===== config.mk =====
export PLATFORM = sky130hd
export DESIGN_NAME = fan_and_strip_triangle_assembler
export DESIGN_NICKNAME = d
export VERILOG_FILES = /design/src/design/fsta_pkg.sv /design/src/design/fsta_cfg.sv /design/src/design/fsta_core.sv /design/src/design/fan_and_strip_triangle_assembler.sv
export SDC_FILE = /design/constraint.sdc
export NUM_CORES = 1
export LEC_CHECK = 0
export ABC_AREA = 1
export BUFFER_PORTS_ARGS = -buffer_cell sky130_fd_sc_hd__buf_4
export CAP_MARGIN = 20
export CORE_MARGIN = 3
export CORE_UTILIZATION = 40
export CTS_CLUSTER_SIZE = 25
export DETAILED_ROUTE_END_ITERATION = 10
export HOLD_SLACK_MARGIN = 0.12
export PLACE_DENSITY = 0.56
export RECOVER_POWER = 100
export SLEW_MARGIN = 20
export SYNTH_ARGS = -nofsm -noshare
export SYNTH_HDL_FRONTEND = slang
export SYNTH_SLANG_ARGS = --single-unit

===== constraint.sdc =====
create_clock -name i_clk -period 8.9 [get_ports i_clk]
set_input_delay 1.335 -clock i_clk [delete_from_list [all_inputs] [get_ports i_clk]]
set_output_delay 1.335 -clock i_clk [all_outputs]
set_load 0.1 [all_outputs]

===== src/design/fsta_pkg.sv =====
// shared types and constants for the fan and strip triangle assembler
// no dependencies
`timescale 1ns / 1ps
`default_nettype none

package fsta_pkg;

    localparam int CFG_IDX_BITS = 2;

    // configuration register indexes
    localparam logic [CFG_IDX_BITS-1:0] CFG_POLY_TEX_BY_CELL  = 2'd0;
    localparam logic [CFG_IDX_BITS-1:0] CFG_STRIP_TEX_BY_CELL = 2'd1;
    localparam logic [CFG_IDX_BITS-1:0] CFG_NORMALS_ON        = 2'd2;
    localparam logic [CFG_IDX_BITS-1:0] CFG_TEXCOORDS_ON      = 2'd3;

    // primitive kinds
    localparam logic CMD_POLY  = 1'b0;
    localparam logic CMD_STRIP = 1'b1;

    localparam logic [1:0] SEEN_MAX = 2'd3;

    typedef struct packed {
        logic poly_tex_by_cell;
        logic strip_tex_by_cell;
        logic normals_on;
        logic texcoords_on;
    } t_cfg;

    typedef struct packed {
        logic normals_valid;
        logic tex_valid;
        logic from_strip;
    } t_flags;

endpackage

`default_nettype wire


===== src/design/fsta_cfg.sv =====
// configuration register file for the triangle assembler
// depends on fsta_pkg
`timescale 1ns / 1ps
`default_nettype none

module fsta_cfg (
    input  wire logic                              i_clk,
    input  wire logic                              i_rst_n,
    input  wire logic                              i_cfg_valid,
    output logic                                   o_cfg_ready,
    input  wire logic [fsta_pkg::CFG_IDX_BITS-1:0] i_cfg_index,
    input  wire logic                              i_cfg_data,
    output fsta_pkg::t_cfg                         o_cfg
);

    fsta_pkg::t_cfg r_cfg;
    fsta_pkg::t_cfg n_cfg;

    assign o_cfg_ready = 1'b1;
    assign o_cfg       = r_cfg;

    always_comb begin
        n_cfg = r_cfg;
        if (i_cfg_valid) begin
            case (i_cfg_index)
                fsta_pkg::CFG_POLY_TEX_BY_CELL:  n_cfg.poly_tex_by_cell  = i_cfg_data;
                fsta_pkg::CFG_STRIP_TEX_BY_CELL: n_cfg.strip_tex_by_cell = i_cfg_data;
                fsta_pkg::CFG_NORMALS_ON:        n_cfg.normals_on        = i_cfg_data;
                fsta_pkg::CFG_TEXCOORDS_ON:      n_cfg.texcoords_on      = i_cfg_data;
                default:                         n_cfg = r_cfg;
            endcase
        end
    end

    always_ff @(posedge i_clk) begin
        if (!i_rst_n) begin
            r_cfg <= '0;
        end else begin
            r_cfg <= n_cfg;
        end
    end

endmodule

`default_nettype wire


===== src/design/fsta_core.sv =====
// triangle forming logic and per-cell vertex history
// depends on fsta_pkg
`timescale 1ns / 1ps
`default_nettype none

module fsta_core #(
    parameter int INDEX_BITS = 24
) (
    input  wire logic                  i_clk,
    input  wire logic                  i_rst_n,
    input  wire logic                  i_go,
    input  wire logic                  i_cmd,
    input  wire logic [INDEX_BITS-1:0] i_vertex,
    input  wire logic                  i_first_in_cell,
    input  wire logic                  i_first_cell_of_list,
    input  wire fsta_pkg::t_cfg        i_cfg,
    output logic                       o_emit,
    output logic [INDEX_BITS-1:0]      o_vert_a,
    output logic [INDEX_BITS-1:0]      o_vert_b,
    output logic [INDEX_BITS-1:0]      o_vert_c,
    output logic [INDEX_BITS-1:0]      o_tex_a,
    output logic [INDEX_BITS-1:0]      o_tex_b,
    output logic [INDEX_BITS-1:0]      o_tex_c,
    output fsta_pkg::t_flags           o_flags,
    output logic [INDEX_BITS-1:0]      o_cell_number
);

    localparam logic [INDEX_BITS-1:0] ONE = {{(INDEX_BITS-1){1'b0}}, 1'b1};

    logic [INDEX_BITS-1:0] r_anchor, r_corner_one, r_corner_two, r_cell_cnt;
    logic [1:0]            r_seen;
    logic                  r_parity;

    logic [INDEX_BITS-1:0] n_anchor, n_cell_cnt;
    logic [1:0]            n_seen;
    logic                  n_parity;

    logic [1:0]            seen_eff;
    logic                  parity_eff;
    logic                  by_cell;

    always_comb begin
        if (i_first_in_cell) begin
            seen_eff   = 2'd0;
            parity_eff = 1'b0;
            n_cell_cnt = i_first_cell_of_list ? '0 : r_cell_cnt + ONE;
        end else begin
            seen_eff   = r_seen;
            parity_eff = r_parity;
            n_cell_cnt = r_cell_cnt;
        end

        // third vertex of a cell and on closes a triangle
        o_emit = seen_eff[1];

        if (i_cmd == fsta_pkg::CMD_POLY) begin
            o_vert_a = r_anchor;
            o_vert_b = r_corner_two;
            o_vert_c = i_vertex;
        end else if (!parity_eff) begin
            o_vert_a = r_corner_one;
            o_vert_b = r_corner_two;
            o_vert_c = i_vertex;
        end else begin
            o_vert_a = r_corner_one;
            o_vert_b = i_vertex;
            o_vert_c = r_corner_two;
        end

        by_cell = (i_cmd == fsta_pkg::CMD_STRIP) ? i_cfg.strip_tex_by_cell
                                                 : i_cfg.poly_tex_by_cell;
        if (!i_cfg.texcoords_on) begin
            o_tex_a = '0;
            o_tex_b = '0;
            o_tex_c = '0;
        end else if (by_cell) begin
            o_tex_a = n_cell_cnt;
            o_tex_b = n_cell_cnt;
            o_tex_c = n_cell_cnt;
        end else begin
            o_tex_a = o_vert_a;
            o_tex_b = o_vert_b;
            o_tex_c = o_vert_c;
        end

        o_flags.normals_valid = i_cfg.normals_on;
        o_flags.tex_valid     = i_cfg.texcoords_on;
        o_flags.from_strip    = i_cmd;
        o_cell_number         = n_cell_cnt;

        n_anchor = (seen_eff == 2'd0) ? i_vertex : r_anchor;
        n_seen   = (seen_eff == fsta_pkg::SEEN_MAX) ? seen_eff : seen_eff + 2'd1;
        n_parity = o_emit ? ~parity_eff : parity_eff;
    end

    always_ff @(posedge i_clk) begin
        if (!i_rst_n) begin
            r_anchor     <= '0;
            r_corner_one <= '0;
            r_corner_two <= '0;
            r_cell_cnt   <= '0;
            r_seen       <= 2'd0;
            r_parity     <= 1'b0;
        end else if (i_go) begin
            r_anchor     <= n_anchor;
            r_corner_one <= r_corner_two;
            r_corner_two <= i_vertex;
            r_cell_cnt   <= n_cell_cnt;
            r_seen       <= n_seen;
            r_parity     <= n_parity;
        end
    end

endmodule

`default_nettype wire


===== src/design/fan_and_strip_triangle_assembler.sv =====
// triangle assembler top: input register, forming logic, result register
// depends on fsta_pkg, fsta_cfg, fsta_core
// a vertex is held in the input register, then the triangle it closes in the result register
// throughput: a new vertex each cycle while the result side keeps up
// a vertex that closes no triangle never waits on the result register
// reset (synchronous, active low) clears config, cell state and both valids
`timescale 1ns / 1ps
`default_nettype none

module fan_and_strip_triangle_assembler #(
    parameter int INDEX_BITS = 24
) (
    input  wire logic                              i_clk,
    input  wire logic                              i_rst_n,
    // vertex input
    input  wire logic                              i_valid,
    output logic                                   o_stall,
    input  wire logic                              i_cmd,
    input  wire logic [INDEX_BITS-1:0]             i_vertex_index,
    input  wire logic                              i_first_in_cell,
    input  wire logic                              i_first_cell_of_list,
    // triangle output
    output logic                                   o_valid,
    input  wire logic                              i_stall,
    output logic [INDEX_BITS-1:0]                  o_vert_a,
    output logic [INDEX_BITS-1:0]                  o_vert_b,
    output logic [INDEX_BITS-1:0]                  o_vert_c,
    output logic [INDEX_BITS-1:0]                  o_tex_a,
    output logic [INDEX_BITS-1:0]                  o_tex_b,
    output logic [INDEX_BITS-1:0]                  o_tex_c,
    output logic                                   o_normals_valid,
    output logic                                   o_tex_valid,
    output logic                                   o_from_strip,
    output logic [INDEX_BITS-1:0]                  o_cell_number,
    // configuration
    input  wire logic                              i_cfg_valid,
    output logic                                   o_cfg_ready,
    input  wire logic [fsta_pkg::CFG_IDX_BITS-1:0] i_cfg_index,
    input  wire logic                              i_cfg_data
);

    fsta_pkg::t_cfg   cfg;
    fsta_pkg::t_flags core_flags;
    fsta_pkg::t_flags r_out_flags;

    logic                  r_s1_valid;
    logic                  r_s1_cmd, r_s1_first_in_cell, r_s1_first_cell_of_list;
    logic [INDEX_BITS-1:0] r_s1_vertex;

    logic                  core_emit;
    logic [INDEX_BITS-1:0] core_vert_a, core_vert_b, core_vert_c;
    logic [INDEX_BITS-1:0] core_tex_a, core_tex_b, core_tex_c, core_cell_number;

    logic                  r_out_valid;
    logic [INDEX_BITS-1:0] r_out_vert_a, r_out_vert_b, r_out_vert_c;
    logic [INDEX_BITS-1:0] r_out_tex_a, r_out_tex_b, r_out_tex_c, r_out_cell_number;

    logic out_free, s1_go, in_xfer, out_load;

    fsta_cfg u_cfg (
        .i_clk       (i_clk),
        .i_rst_n     (i_rst_n),
        .i_cfg_valid (i_cfg_valid),
        .o_cfg_ready (o_cfg_ready),
        .i_cfg_index (i_cfg_index),
        .i_cfg_data  (i_cfg_data),
        .o_cfg       (cfg)
    );

    fsta_core #(
        .INDEX_BITS (INDEX_BITS)
    ) u_core (
        .i_clk                (i_clk),
        .i_rst_n              (i_rst_n),
        .i_go                 (s1_go),
        .i_cmd                (r_s1_cmd),
        .i_vertex             (r_s1_vertex),
        .i_first_in_cell      (r_s1_first_in_cell),
        .i_first_cell_of_list (r_s1_first_cell_of_list),
        .i_cfg                (cfg),
        .o_emit               (core_emit),
        .o_vert_a             (core_vert_a),
        .o_vert_b             (core_vert_b),
        .o_vert_c             (core_vert_c),
        .o_tex_a              (core_tex_a),
        .o_tex_b              (core_tex_b),
        .o_tex_c              (core_tex_c),
        .o_flags              (core_flags),
        .o_cell_number        (core_cell_number)
    );

    // result register can take a new triangle this cycle
    assign out_free = !r_out_valid || !i_stall;
    // vertices that close no triangle pass through regardless of the output side
    assign s1_go    = r_s1_valid && (!core_emit || out_free);
    assign out_load = s1_go && core_emit;
    assign o_stall  = r_s1_valid && !s1_go;
    assign in_xfer  = i_valid && !o_stall;

    always_ff @(posedge i_clk) begin
        if (!i_rst_n) begin
            r_s1_valid  <= 1'b0;
            r_out_valid <= 1'b0;
        end else begin
            if (in_xfer) begin
                r_s1_valid <= 1'b1;
            end else if (s1_go) begin
                r_s1_valid <= 1'b0;
            end
            if (out_free) begin
                r_out_valid <= out_load;
            end
        end
    end

    always_ff @(posedge i_clk) begin
        if (in_xfer) begin
            r_s1_cmd                <= i_cmd;
            r_s1_vertex             <= i_vertex_index;
            r_s1_first_in_cell      <= i_first_in_cell;
            r_s1_first_cell_of_list <= i_first_cell_of_list;
        end
        if (out_load) begin
            r_out_vert_a      <= core_vert_a;
            r_out_vert_b      <= core_vert_b;
            r_out_vert_c      <= core_vert_c;
            r_out_tex_a       <= core_tex_a;
            r_out_tex_b       <= core_tex_b;
            r_out_tex_c       <= core_tex_c;
            r_out_flags       <= core_flags;
            r_out_cell_number <= core_cell_number;
        end
    end

    assign o_valid         = r_out_valid;
    assign o_vert_a        = r_out_vert_a;
    assign o_vert_b        = r_out_vert_b;
    assign o_vert_c        = r_out_vert_c;
    assign o_tex_a         = r_out_tex_a;
    assign o_tex_b         = r_out_tex_b;
    assign o_tex_c         = r_out_tex_c;
    assign o_normals_valid = r_out_flags.normals_valid;
    assign o_tex_valid     = r_out_flags.tex_valid;
    assign o_from_strip    = r_out_flags.from_strip;
    assign o_cell_number   = r_out_cell_number;

    // a held vertex keeps its payload until the core takes it
    a_s1_hold: assert property (@(posedge i_clk) disable iff (!i_rst_n)
        (r_s1_valid && !s1_go) |=> (r_s1_valid && $stable(r_s1_vertex)))
        else $error("input register lost a held vertex");

    // a triangle is never formed while the result register is full and stalled
    a_no_overwrite: assert property (@(posedge i_clk) disable iff (!i_rst_n)
        !(s1_go && core_emit && !out_free))
        else $error("triangle dropped on full result register");

    // texture indices read zero whenever they are flagged invalid
    a_tex_zero: assert property (@(posedge i_clk) disable iff (!i_rst_n)
        (o_valid && !o_tex_valid) |-> (o_tex_a == '0 && o_tex_b == '0 && o_tex_c == '0))
        else $error("texture indices set while texture flag is low");

    // a stalled input means a vertex that closes a triangle is pending while the result register is full and stalled
    a_stall_cause: assert property (@(posedge i_clk) disable iff (!i_rst_n)
        o_stall |-> (r_s1_valid && core_emit && r_out_valid && i_stall))
        else $error("input stalled without a blocked triangle");

endmodule

`default_nettype wire


## After elaboration in Yosys (flattened, before gate mapping)

Index checks and enable logic that the tools add are counted.
Widths: inputs -> output; s select.

- Reductions and logical operators: 19
- $add $sub $neg: 2
- Multiplexer cells: 17
- Eq/ne operators: 4
- Bitwise gates (word level): 1

Operators with widths:

| kind | count |
|---|---|
| $mux 24 | 10 |
| $add 24x1->24 const B | 1 |
| $reduce_and 2->1 | 5 |
| $eq 2x2->1 const B | 3 |
| $logic_not 1->1 | 5 |
| $mux 1 | 5 |
| $logic_and 1x1->1 | 4 |
| $logic_not 2->1 | 2 |
| $mux 2 | 2 |
| $add 2x1->2 const B | 1 |
| $eq 2x1->1 const B | 1 |
| $logic_or 1x1->1 | 2 |
| $reduce_bool 2->1 | 1 |
| $not 1->1 | 1 |

- Output and inout port bits: 174
- Word-level logic and storage cells: 69
- Input port bits: 35
- Flip-flop bits (word level): 303

## Longest topological paths before layout

Gate-level depths: netlist (run 1).

- Word-level depth: 9
- Mapped depth: 11
- Depth with buffers taken out: 11

## By module

From an unflattened synthesis (run 1), not the netlist that was laid out.

- Cell total of the unflattened synthesis: 1,218
- Area, all modules: 12,159.2 µm²

Modules (own cells, without submodules):

| module | instances | area each (µm²) | seq. area each (µm²) | cells each |
|---|---|---|---|---|
| fan_and_strip_triangle_assembler | 1 | 6,057.1 | 5,985.7 | 214 |
| fsta_core | 1 | 5,906.9 | 1,981.9 | 972 |
| fsta_cfg | 1 | 195.2 | 80.1 | 32 |

## Worst setup path after synthesis (run 1)

Ideal clock, no wire load.

- Path kind: input-to-reg
- From: input port i_stall
- To: register u_core.r_parity
- Data required time: 8,824 ps
- Setup time: 76 ps
- Arrival: 5,878 ps
- Path buffers: 1
- Slack: 2,947 ps
- Stages: 7
- Cells stage by stage: nand2_1 -> inv_1 -> a21oi_4 -> buf_4 -> nand2_1 -> inv_1 -> o221a_2

- Longest elaborated chain between the ends: 4

RTL lines:

| what | line | source |
|---|---|---|
| start: declaration | fan_and_strip_triangle_assembler.sv:24 | `input wire logic i_stall,` |
| $logic_not 1->1 | fan_and_strip_triangle_assembler.sv:93 | `assign out_free = !r_out_valid \|\| !i_stall;` |
| $logic_or 1x1->1 | fan_and_strip_triangle_assembler.sv:93 |  |
| $logic_or 1x1->1 | fan_and_strip_triangle_assembler.sv:95 | `assign s1_go = r_s1_valid && (!core_emit \|\| out_free);` |
| $logic_and 1x1->1 | fan_and_strip_triangle_assembler.sv:95 |  |
| end signal: assignment | fsta_core.sv:110 | `r_parity <= n_parity;` |
| end: declaration | fsta_core.sv:32 | `logic r_parity;` |

Every way passes these cells.
A chain may end at the register's enable or synchronous reset.

## Worst setup path after layout (run 1)

Same ends and word-level chain as after synthesis.

==> flow_summary.ini, run 1 <==
[run_status]
status = finished with violations
violations = max-capacitance violations, max-slew violations

[detailed_routing]
drc = 0
drt.antenna.violating_nets = 0
drt_pre_antenna_iters = 5
drtIter0Drc = 590
post_drt_wl_per_cell_um = 17.07
routed_wl_mm = 30.76
viasPerCell = 4.945
vias = 8910

[power_and_ir_drop]
power.total_mw = 3.306
p_leak_nw = 5.101
powerDensity_mw_per_mm2 = 228.4
ir_worst_vdd_uv = 145.2

[timing]
skew_ns = 0.01468
whs_ns = 0.4338
fmax_mhz = 170.5
drv_slew = 416
hold_violations = 0
setup_viol = 0
tns_ns = 0
fin_crit_sh_pct = 65.89
tightestPinTransition_ns = 3.550
period_minus_slack_ns = 5.865
worst_slew_margin_rel_pct = -136.6
finalWorstSetupSlack_ns = 3.035
rsz0062_at_grt = false

[yosys]
ys_ff_latch = 303
synth_edf_count = 198
async_flop_share_pct = 0
synth_warnings = 0
syn_avg_cell_area_um2 = 10.18
synthCells = 1201
yosysUniqueCellTypes = 38
synth_ff_type = edfxtp_1
ys_seq_area_share_pct = 65.85
syn_area_mm2 = 0.01222
syn-num-nets = 1237

[cells_and_area]
layout-drive-gt1-share_pct = 8.428
regArea_mm2 = 0.008048
final_core_util_pct = 48.44
fin_cells = 1802
multi_input_area_mm2 = 0.003279
final_nets = 1422
final_area_mm2 = 0.01447
antennaDiodeCount = 0
syn_to_final_growth_pct = 18.41
n_fill_cell = 2913

[clocking]
clk_latency_ns = 0.50
cts_tree = done
cts_made_buffers = 34
hold_buffers = 0
htreeDepth = 2
root_buffer = clkbuf_16
cts_setup_buffers = 0
cts_resized = 0
clk_pin_slew_ns = 0.06
clk_path_buf_depth = 3
cts.sinks = 303

[setup_path]
cpMostUsedCell = inv_1
worstSetupPathType = in2reg
cp_slowest_cell = clkbuf_1
crit_buf_inv = 4
start_kind = input pin
critPathMaxFanout = 95
critPathTopFamily = buffers and inverters
rr_worst_depth = 5
cp-end-kind = flop
arrival_ns = 6.25
critical_path_depth = 7
critPathRequiredTime_ns = 9.29
cp_cell_sequence = clkbuf_4 -> nand2_1 -> inv_1 -> a21oi_4 -> clkbuf_1 -> inv_1 -> o221a_2
cpPeakStageDelay_ns = 2.55

[placement]
dp_slack_ns = 4.113
place_hpwl_mm = 20.41
gp_congestion = 0.8153
port_buffers = 207
dpl_cell_area_mm2 = 0.01402
dpl.cell_count = 1739

[floorplanning]
fp.dieH_um = 180.8
start_util_pct = 40.91
die_w_um = 180.8
ios = 209
die-area_mm2 = 0.03269
core_area_mm2 = 0.02987
core.rowCount = 63

[global_routing]
grt_pass1_vias = 8362
grt_usage_pct = 18.13
grt_max_degree = 100
antenna_found_initial = 0
grt-ovfl-total = 0
grt_pass1_wl_mm = 47.55

[min_path]
min_path_cells = 0
hp-class = reg2reg

[run]
maxCapViolations = 7
-- synth_stat cells, types with 2 or more instances --
library cell  count  share of area, %
clkbuf_1         34               1.0
nand4_1          13              0.67
buf_4             6              0.37
inv_2            13              0.40
nand2_1         226               6.9
buf_6             2              0.18
o21ai_2           5              0.36
nor2_2            4              0.20
inv_1           123               3.8
nand2_2           8              0.41
nor2_4            4              0.37
dfxtp_1         105                17
o21ai_1          21              0.86
nand3_2           4              0.33
edfxtp_1        198                49
a21oi_1         169               6.9
o21ai_0         147               6.0
buf_2            23              0.94
nor2_1           28              0.86
nor3_1            4              0.16
a21oi_2           7              0.50
nor4_1            3              0.15
nand3_1          35               1.4
a31oi_1           4              0.20
o211ai_1          2              0.12
-- logic make-up after synthesis --
| family | count (synthesis) | share of synthesized area (%) |
|---|---|---|
| AOI/OAI and AO/OA | 359 | 15.37 |
| and+or+nand+nor | 333 | 11.82 |
| buffers and inverters | 204 | 6.828 |
| DFF | 303 | 65.85 |
| adders and majority gates | 1 | 0.1024 |
| other | 1 | 0.03068 |
-- power breakdown --
part	switching [mW]	internal [mW]
clock	0.546	0.933
combinational	0.191	0.0566
sequential	0.0317	1.55
total	0.768	2.54
-- final timing paths --
path / start / end / slack (ns)
min: u_cfg.o_cfg[1]$_SDFFE_PN0P_ / o_normals_valid$_DFFE_PP_ / 0.43
max: i_stall / u_core.r_parity$_SDFFE_PN0P_ / 3.04
min reg2reg: u_cfg.o_cfg[1]$_SDFFE_PN0P_ / o_normals_valid$_DFFE_PP_ / 0.43
max reg2reg: r_s1_first_in_cell$_DFFE_PP_ / u_core.r_parity$_SDFFE_PN0P_ / 3.20
-- state kept, by name, indices dropped and copies added (netlist names), 2 cells and up --
| name | flops |
|---|---|
| o_vert_b | 24 |
| u_core.r_seen | 2 |
| o_tex_a | 24 |
| u_core.r_corner_one | 24 |
| o_vert_c | 24 |
| u_cfg.o_cfg | 4 |
| o_cell_number | 24 |
| u_core.r_cell_cnt | 24 |
| o_tex_c | 24 |
| o_tex_b | 24 |
| u_core.r_anchor | 24 |
| r_s1_vertex | 24 |
| u_core.r_corner_two | 24 |
| o_vert_a | 24 |
-- layout make-up --
cell class                 count  share of cell area, %
sequential                   303                  55.61
clock buffer                  44                  6.865
clock inverter                18                  1.461
inverter                     138                  3.623
multi-input combinational    694                  22.66
timing repair buffer         215                  6.407
tap                          390                  3.372
-- metal layers --
| metal | vias to the layer above | GRT usage [%] | part of all wire, % |
|---|---|---|---|
| met3 | 43 | 3.604 | 5.9 |
| met5 | - | 0 | 0 |
| met1 | 4150 | 25.67 | 46 |
| met2 | 249 | 28.64 | 46 |
| li1 | 4468 | - | - |
| met4 | 0 | 4.974 | 2.1 |
-- layout by cell type, fill, tap and decap left out, types with 2 or more instances in the layout --
master and count:
nand2_1 226, clkbuf_1 187, nand2_2 8, nor2_2 3, o21ai_1 2, o21ai_0 171
nand4_1 13, a21oi_2 4, clkinv_2 6, a31oi_1 4, o211ai_1 2, clkinv_1 9
clkbuf_16 38, inv_2 9, nand3_2 2, nor2_1 30, clkbuf_8 2, inv_1 124
nand3_1 37, nor2_4 3, nor3_1 5, bufinv_16 5, buf_4 7, edfxtp_1 198
a21oi_1 172, clkbuf_4 25, dfxtp_1 105, nor4_1 3
(Power assumes the default switching activity.)
==> inputs of run 2 (changes only) <==
--- a/config.mk
+++ b/config.mk
@@ -5,7 +5,7 @@
 export SDC_FILE = /design/constraint.sdc
 export NUM_CORES = 1
 export LEC_CHECK = 0
-export ABC_AREA = 1
+export ABC_AREA = 0
 export BUFFER_PORTS_ARGS = -buffer_cell sky130_fd_sc_hd__buf_4
 export CAP_MARGIN = 20
 export CORE_MARGIN = 3
@@ -13,7 +13,7 @@
 export CTS_CLUSTER_SIZE = 25
 export DETAILED_ROUTE_END_ITERATION = 10
 export HOLD_SLACK_MARGIN = 0.12
-export PLACE_DENSITY = 0.56
+export PLACE_DENSITY = 0.58
 export RECOVER_POWER = 100
 export SLEW_MARGIN = 20
 export SYNTH_ARGS = -nofsm -noshare
==> constraint.sdc (replaced) <==
create_clock -name i_clk -period 5.2 [get_ports i_clk]
set_input_delay 0.78 -clock i_clk [delete_from_list [all_inputs] [get_ports i_clk]]
set_output_delay 0.78 -clock i_clk [all_outputs]
set_load 0.1 [all_outputs]
==> run 2 against run 1 <==
Effect of this change:
- the flow still finishes with violations (max-capacitance violations, max-slew violations)
- global-route usage increased by 3.2 points
- register-to-register slack got worse by 1.8 ns
- clock power rose by 55%
- via count rose by 9.7%
- non-clock buffer count increased by 3
- routed wire length rose by 20%
- critical path type is now reg2reg
- largest power group unchanged
==> flow_summary.ini, run 2 <==
[run_status]
status = finished with violations
violations = max-capacitance violations, max-slew violations

[global_routing]
grt_max_degree = 124
grtUsageMet2_pct = 34.51
grt_pass1_wl_mm = 55.99
grt-ovfl-total = 0
use_met1_pct = 30.14
grt.busiest_layer = met2
antenna_found_initial = 0
use_met3_pct = 3.414
grt_usage_pct = 21.36
grt_pass1_vias = 9244

[detailed_routing]
viasPerCell = 5.619
vias = 9772
drc = 0
drtIter0Drc = 984
drt_pre_antenna_iters = 6
drt.antenna.violating_nets = 0
post_drt_wl_per_cell_um = 21.31
routed_wl_mm = 37.07

[cells_and_area]
final_area_mm2 = 0.01494
final_cell_mix = nand2_1, edfxtp_1, clkbuf_1
antennaDiodeCount = 0
layout-drive-gt1-share_pct = 8.786
syn_to_final_growth_pct = 17.17
final_nets = 1353
fin_cells = 1739
final_common_cell = nand2_1
multi_input_area_mm2 = 0.004310
n_fill_cell = 2938
regArea_mm2 = 0.008049

[floorplanning]
die_w_um = 184.5
core.rowCount = 64
fp.dieH_um = 184.5
ios = 209
die-area_mm2 = 0.03405
start_util_pct = 41.14
core_area_mm2 = 0.03099

[yosys]
ys_ff_latch = 303
ys_top_cells_by_count = nand2_1, edfxtp_1, a21oi_1
synth.largest_area_cell = edfxtp_1
synth_top_area_share_pct = 46.64
synth_area_leaders = edfxtp_1, dfxtp_1, mux2_2
synthCells = 1146
syn_avg_cell_area_um2 = 11.12
synth.most_common_cell = nand2_1
synth_warnings = 0
yosysUniqueCellTypes = 61
syn_area_mm2 = 0.01275
ys_seq_area_share_pct = 63.13
async_flop_share_pct = 0
synth_edf_count = 198
synth_ff_type = edfxtp_1
syn-num-nets = 1182

[setup_path]
cp_cell_sequence = nand4b_1 -> nand2_2 -> clkbuf_2 -> nor3b_1 -> buf_4
crit_buf_inv = 2
cpPeakStageDelay_ns = 0.86
critPathTopFamily = buffers and inverters
worstSetupPathType = reg2reg
start_kind = flop
arrival_ns = 3.94
cp_slowest_cell = edfxtp_1
cp-end-kind = flop
ff2ff_setup_slack_ns = 1.40
critPathMaxFanout = 62
critPathRequiredTime_ns = 5.34

[clocking]
clk_pin_slew_ns = 0.06
cts_resized = 0
cts.sinks = 303
root_buffer = clkbuf_16
clk_path_buf_depth = 3
cts_setup_buffers = 0
htreeDepth = 2
cts_tree = done
clk_latency_ns = 0.53
cts_made_buffers = 34
hold_buffers = 0

[timing]
period_minus_slack_ns = 3.799
fmax_mhz = 263.2
tightestPinTransition_ns = 2.964
worst_slew_margin_rel_pct = -97.62
drv_slew = 205
hold_violations = 0
rsz0062_at_grt = false
skew_ns = 0.02003
fin_crit_sh_pct = 73.05
setup_viol = 0

[placement]
port_buffers = 207
place_hpwl_mm = 24.40
gp_congestion = 0.9643
dpl.cell_count = 1677
dpl_cell_area_mm2 = 0.01457

[power_and_ir_drop]
powerDensity_mw_per_mm2 = 355.9
ir_worst_vdd_uv = 187.7
power.total_mw = 5.316
p_leak_nw = 4.874

[min_path]
hp-class = reg2reg

[run]
maxCapViolations = 6
[run 2: cell count changes after synthesis, moves of 13 or more]
cell	delta
a21oi_1	-63
clkbuf_1	+19
inv_1	-113
inv_2	-13
mux2_2	+74
nand2_1	-18
nand3_1	+19
nor2_1	+48
o211ai_1	+14
o21ai_0	-107
o21ai_1	-20
[run 2: layout make-up]
cell class                 instances  area share [%]
clock buffer                      42           5.964
timing repair buffer             218           6.525
multi-input combinational        750           28.86
tap                              396           3.317
clock inverter                    20           1.189
sequential                       303           53.89
inverter                          10          0.2597
[run 2: path summary, 6_finish.rpt]
kind | startpoint | endpoint | depth (start not counted)
max | r_s1_first_in_cell$_DFFE_PP_ | o_vert_b[22]$_DFFE_PP_ | 5
min | u_cfg.o_cfg[1]$_SDFFE_PN0P_ | o_normals_valid$_DFFE_PP_ | 0
max reg2reg | r_s1_first_in_cell$_DFFE_PP_ | o_vert_b[22]$_DFFE_PP_ | 5
min reg2reg | u_cfg.o_cfg[1]$_SDFFE_PN0P_ | o_normals_valid$_DFFE_PP_ | 0
[run 2: per-stage QoR]
step                hold slack [ns]  setup slack [ns]  setup TNS (ns)  utilization [%]
finish                       0.4460             1.401               0            48.20
global route                 0.4341             1.103               0            48.20
CTS                          0.4110             2.167               0            50.48
detailed placement           0.4363             2.224               0            47.03
global placement             0.4194             2.273               0            47.03
floorplan                    0.4076           -0.9181         -127.81                -
[run 2: per-layer routing]
metal,wire length [µm],up-vias,part of all wire (%)
met5,0,-,0
met4,992,0,2.7
met3,2791,72,7.5
met2,17030,443,46
met1,16250,4723,44
li1,-,4534,-
[run 2: logic make-up after synthesis]
kind of cell | count (synthesis) | synth area share (%)
compound gates | 213 | 9.746
xor+xnor | 5 | 0.3436
fa+ha+maj | 1 | 0.09813
buf+inv | 93 | 3.033
flops | 303 | 63.13
mux | 83 | 7.273
other cells | 1 | 0.02942
simple gates | 447 | 16.35
[run 2: power by group]
group          switching, mW  total, mW  internal [mW]  leakage [nW]
Clock                  0.996       2.29           1.30         0.523
Combinational          0.264      0.349         0.0849          1.82
Sequential            0.0565       2.68           2.62          2.53
[run 2: worst reg2reg max path: cells and delay by family, from the launching register on]
kind          cells  cell delay [ns]
buf+inv           2             1.41
flops             1             0.86
simple gates      3             1.11
